## config.mk

```make
export PLATFORM = sky130hd
export DESIGN_NAME = imu_tcf_mul
export DESIGN_NICKNAME = d
export VERILOG_FILES = /design/src/rtl/imu_tcf_pkg.sv /design/src/rtl/imu_tcf_mul.sv
export SDC_FILE = /design/constraint.sdc
export NUM_CORES = 2
export LEC_CHECK = 0
export BUFFER_PORTS_ARGS = -buffer_cell sky130_fd_sc_hd__buf_4
export CORE_UTILIZATION = 25
export DETAILED_ROUTE_END_ITERATION = 12
export PLACE_DENSITY_LB_ADDON = 0.05
export SETUP_SLACK_MARGIN = 0.5
export SLEW_MARGIN = 20
export SYNTH_ARGS = -nofsm -noshare
export SYNTH_HDL_FRONTEND = slang
export SYNTH_SLANG_ARGS = --single-unit
```

## constraint.sdc

```tcl
create_clock -name clk -period 8.01 [get_ports clk]
set_input_delay 1.2015 -clock clk [delete_from_list [all_inputs] [get_ports clk]]
set_output_delay 1.2015 -clock clk [all_outputs]
set_load 0.05 [all_outputs]
```

## src/rtl/imu_tcf_pkg.sv

```systemverilog
// shared types, constants and the cordic step-angle table for the tilt filter
// no dependencies; used by every rtl file through scoped names
package imu_tcf_pkg;

  typedef struct packed {
    logic        [31:0] time_ms;
    logic signed [15:0] accel_x;
    logic signed [15:0] accel_y;
    logic signed [15:0] accel_z;
    logic signed [15:0] rate_x;
    logic signed [15:0] rate_y;
    logic signed [15:0] rate_z;
  } sample_t;

  typedef struct packed {
    logic signed [31:0] roll_deg;
    logic signed [31:0] pitch_deg;
    logic signed [31:0] yaw_deg;
  } angle_t;

  localparam int          MUL_W        = 32;
  localparam int          ADDR_W       = 2;
  localparam logic [ADDR_W-1:0] REG_YAW_BIAS = 2'd0;

  // 2^32 * 16 * 180 / (1000 * pi): q4.12 rad/s times ms into q16.16 degrees
  localparam logic [31:0] KDEG         = 32'd3937335988;
  localparam int          CORDIC_STEPS = 16;
  localparam int          SQRT_STEPS   = 24;
  localparam int          DIV_BITS     = 7;
  localparam int          DIV_STEPS    = 5;

  function automatic logic signed [31:0] atan_step(input logic [3:0] i);
    logic signed [31:0] v;
    case (i)
      4'd0:  v = 32'sd2949120;
      4'd1:  v = 32'sd1740967;
      4'd2:  v = 32'sd919879;
      4'd3:  v = 32'sd466945;
      4'd4:  v = 32'sd234378;
      4'd5:  v = 32'sd117304;
      4'd6:  v = 32'sd58666;
      4'd7:  v = 32'sd29335;
      4'd8:  v = 32'sd14668;
      4'd9:  v = 32'sd7334;
      4'd10: v = 32'sd3667;
      4'd11: v = 32'sd1833;
      4'd12: v = 32'sd917;
      4'd13: v = 32'sd458;
      4'd14: v = 32'sd229;
      default: v = 32'sd115;
    endcase
    return v;
  endfunction

endpackage

```

## src/rtl/imu_tcf_mul.sv

```systemverilog
// shared unsigned multiplier with registered product
// depends on imu_tcf_pkg for the operand width
module imu_tcf_mul (
  input  logic                               clk,
  input  logic [imu_tcf_pkg::MUL_W-1:0]      a,
  input  logic [imu_tcf_pkg::MUL_W-1:0]      b,
  output logic [2*imu_tcf_pkg::MUL_W-1:0]    p
);

  always_ff @(posedge clk) begin
    p <= a * b;
  end

endmodule

```

==> impl_metrics.json <==
{
  "yosysWarnings": 0,
  "fmax_ghz": 0.127,
  "slew_violations": 0,
  "min_period_ns": 7.89,
  "worstPathArrival_ns": 8.14,
  "synth_top_flop_cell": "dfxtp_1",
  "dr_wl_met2_um": 68900,
  "ys_async_sr_fraction_pct": 0,
  "rsz0062_at_grt": "true",
  "cp-end-kind": "flip-flop",
  "nNetsFinal": 5373,
  "worst_path_largest_cell_delay_ns": 0.57,
  "min_period_over_period_pct": 98.5,
  "numCtsBuffers": 9,
  "vias_per_cell": 4.28,
  "synth_area_um2": 34700,
  "hold_violations": 0,
  "cts_root_buffer": "clkbuf_16",
  "fp.dieW_um": 374,
  "largest-register": "p",
  "cp_top_family": "adder cells",
  "setup_viol": 0,
  "vias": 25443,
  "min_path_cells": 3,
  "grt.total_usage_pct": 18.1,
  "area_growth_pct": 26.3,
  "pin_count": 129,
  "initial_core_util_pct": 25.2,
  "htree_num_levels": 3,
  "met3_length_um": 2190,
  "status": "finished clean",
  "final.fill_count": 14711,
  "postSynthCellCount": 3748,
  "drive_above_1_share_pct": 21.7,
  "postLayoutCoreUtil_pct": 31.8,
  "rows": 136,
  "drt-met1-wl_um": 50900,
  "synth.distinct_cells": 57,
  "fin_tns_setup_ns": 0,
  "core_area_um2": 137000,
  "largest_register_ff_count": 64,
  "die_h_um": 374,
  "tightest_slew_ns": 0.672,
  "synth_area_per_cell_um2": 9.25,
  "ant_nets": 0,
  "critical_path_buf_inv_count": 9,
  "synth_nets": 4972,
  "dr.pass1.iters": 4,
  "clkTransAtPathRegs_ns": 0.06,
  "worstSetupPathDepth": 26,
  "cp-start-kind": "primary input",
  "antenna_found_initial": 9,
  "holdWs_ns": 1.57,
  "slowest_stage": "fa_1",
  "clk_path_buf_depth": 2,
  "grt_overflow": 0,
  "synth-edff-count": 0,
  "grt_pass1_wl_um": 188000,
  "worstHoldPathType": "primary input to flip-flop",
  "slew_headroom_pct": 54.9,
  "top_layer": "met4",
  "port_buffers": 128,
  "cpMostUsedCell": "fa_1",
  "place_hpwl_um": 108000,
  "maxCapViolCount": 0,
  "dieArea_um2": 140000,
  "cts.sinks": 64,
  "first_iter_violations": 840,
  "biggestRegsByFlops": "p x64",
  "cp_data_required_time_ns": 8.26,
  "critPathLaunch": "a[24]",
  "synth-seq-area-share_pct": 3.69,
  "hold_start": "b[0]",
  "cts_tree": "yes",
  "drc": 0,
  "wire_per_inst_um": 21.0,
  "place_congestion": 0.773,
  "grt_max_degree": 23,
  "critPathMaxFanout": 10,
  "ys_ff_latch": 64,
  "critPathKind": "primary input to flip-flop",
  "wirelength_um": 125000,
  "grt_pass1_vias": 29191
}
## worst paths after layout
kind,slack (ns),endpoint
hold / removal,1.57,p[0]$_DFF_P_
setup / recovery,0.12,p[54]$_DFF_P_
## repair_timing
action | CTS | global route
gates resized for setup | 283 | 223
buffers inserted | 38 | 38
setup endpoints to repair | 34 | 36
cloned | 7 | 5
pin swaps | 121 | 127
hold buffers | 0 | 0
## area by class of cell
cell class                 count  area (um^2)  area share, %
sequential                    64         1280           2.93
clock inverter                 6          115          0.263
timing repair buffer         610         6180           14.1
tap                         1794         2240           5.13
antenna                        3         7.51         0.0171
inverter                     865         3250           7.41
multi-input combinational   2599        30500           69.6
clock buffer                  10          239          0.546
## tightest hold or removal path, cell delays in order
cell    delay [ns]
buf_4         0.21
buf_4         0.24
and2_1        0.20
## layout by cell type, fill, tap and decap left out, types with 4 or more instances in the layout
| master | count |
|---|---|
| a21oi_2 | 18 |
| xor2_1 | 24 |
| nor3_1 | 6 |
| ha_1 | 234 |
| a21oi_4 | 9 |
| fa_2 | 83 |
| o21a_1 | 9 |
| buf_8 | 30 |
| ha_4 | 25 |
| dfxtp_1 | 64 |
| inv_1 | 835 |
| and2_1 | 568 |
| fa_1 | 813 |
| and2_4 | 34 |
| nor2_1 | 18 |
| buf_4 | 423 |
| a31oi_1 | 8 |
| o31ai_4 | 5 |
| o21bai_1 | 8 |
| nand2_1 | 467 |
| xnor2_1 | 32 |
| o21ai_1 | 9 |
| a21oi_1 | 39 |
| a21o_1 | 39 |
| nand2_2 | 10 |
| clkbuf_16 | 14 |
| o21ai_0 | 13 |
| and3_1 | 13 |
| a221o_1 | 4 |
| nand4_1 | 23 |
| nand3_1 | 8 |
| buf_16 | 11 |
| buf_12 | 47 |
| ha_2 | 4 |
| bufbuf_16 | 6 |
| buf_6 | 88 |
| inv_2 | 30 |
## logic make-up (layout without fill, tap and decap cells)
group           count (synthesis)  after routing  share of synthesized area (%)
mux                             1              1                         0.0289
compound gates                202            202                           4.15
fa+ha+maj                    1159           1159                           61.2
buf+inv                      1085           1491                           11.8
other cells                     0              3                              0
flops                          64             64                           3.69
xor+xnor                       60             60                           1.52
simple gates                 1177           1177                           17.6
## per-layer routing
metal,up-vias,global-route usage [%]
li1,11657,-
met1,13445,22.0
met2,265,35.0
met3,76,1.24
met4,0,3.20
met5,-,0
## through the flow
step                      cells  worst slack (ns)  area, um^2
after floorplan            3748             0.280       35100
after global placement     5844            -0.445       40400
after detailed placement   5844            -0.483       40400
after CTS                  5905            0.0912       42500
after global routing       5950           -0.0226       43800
final                      5951             0.120       43800
## cells in the mapped netlist, types with 4 or more instances
| master | instances | area, um^2 |
|---|---|---|
| nand3_1 | 10 | 50.1 |
| nor3_1 | 7 | 35.0 |
| nand2_1 | 480 | 1800 |
| nand4_1 | 23 | 144 |
| a31oi_1 | 12 | 75.1 |
| xnor2_1 | 35 | 307 |
| buf_2 | 6 | 30.0 |
| nor2_1 | 20 | 75.1 |
| o21ai_1 | 5 | 25.0 |
| fa_1 | 896 | 17900 |
| and3_1 | 14 | 87.6 |
| o21a_1 | 9 | 67.6 |
| clkbuf_1 | 213 | 800 |
| dfxtp_1 | 64 | 1280 |
| a21oi_1 | 63 | 315 |
| and2_1 | 602 | 3770 |
| o21ai_0 | 21 | 105 |
| a21o_1 | 40 | 300 |
| o21bai_1 | 10 | 75.1 |
| ha_1 | 263 | 3290 |
| inv_1 | 865 | 3250 |
| xor2_1 | 25 | 219 |
| a221o_1 | 4 | 40.0 |
Power is left out: the tool's default activity adds up to more than one toggle a clock period on the data nets, which glitch-free logic cannot reach.
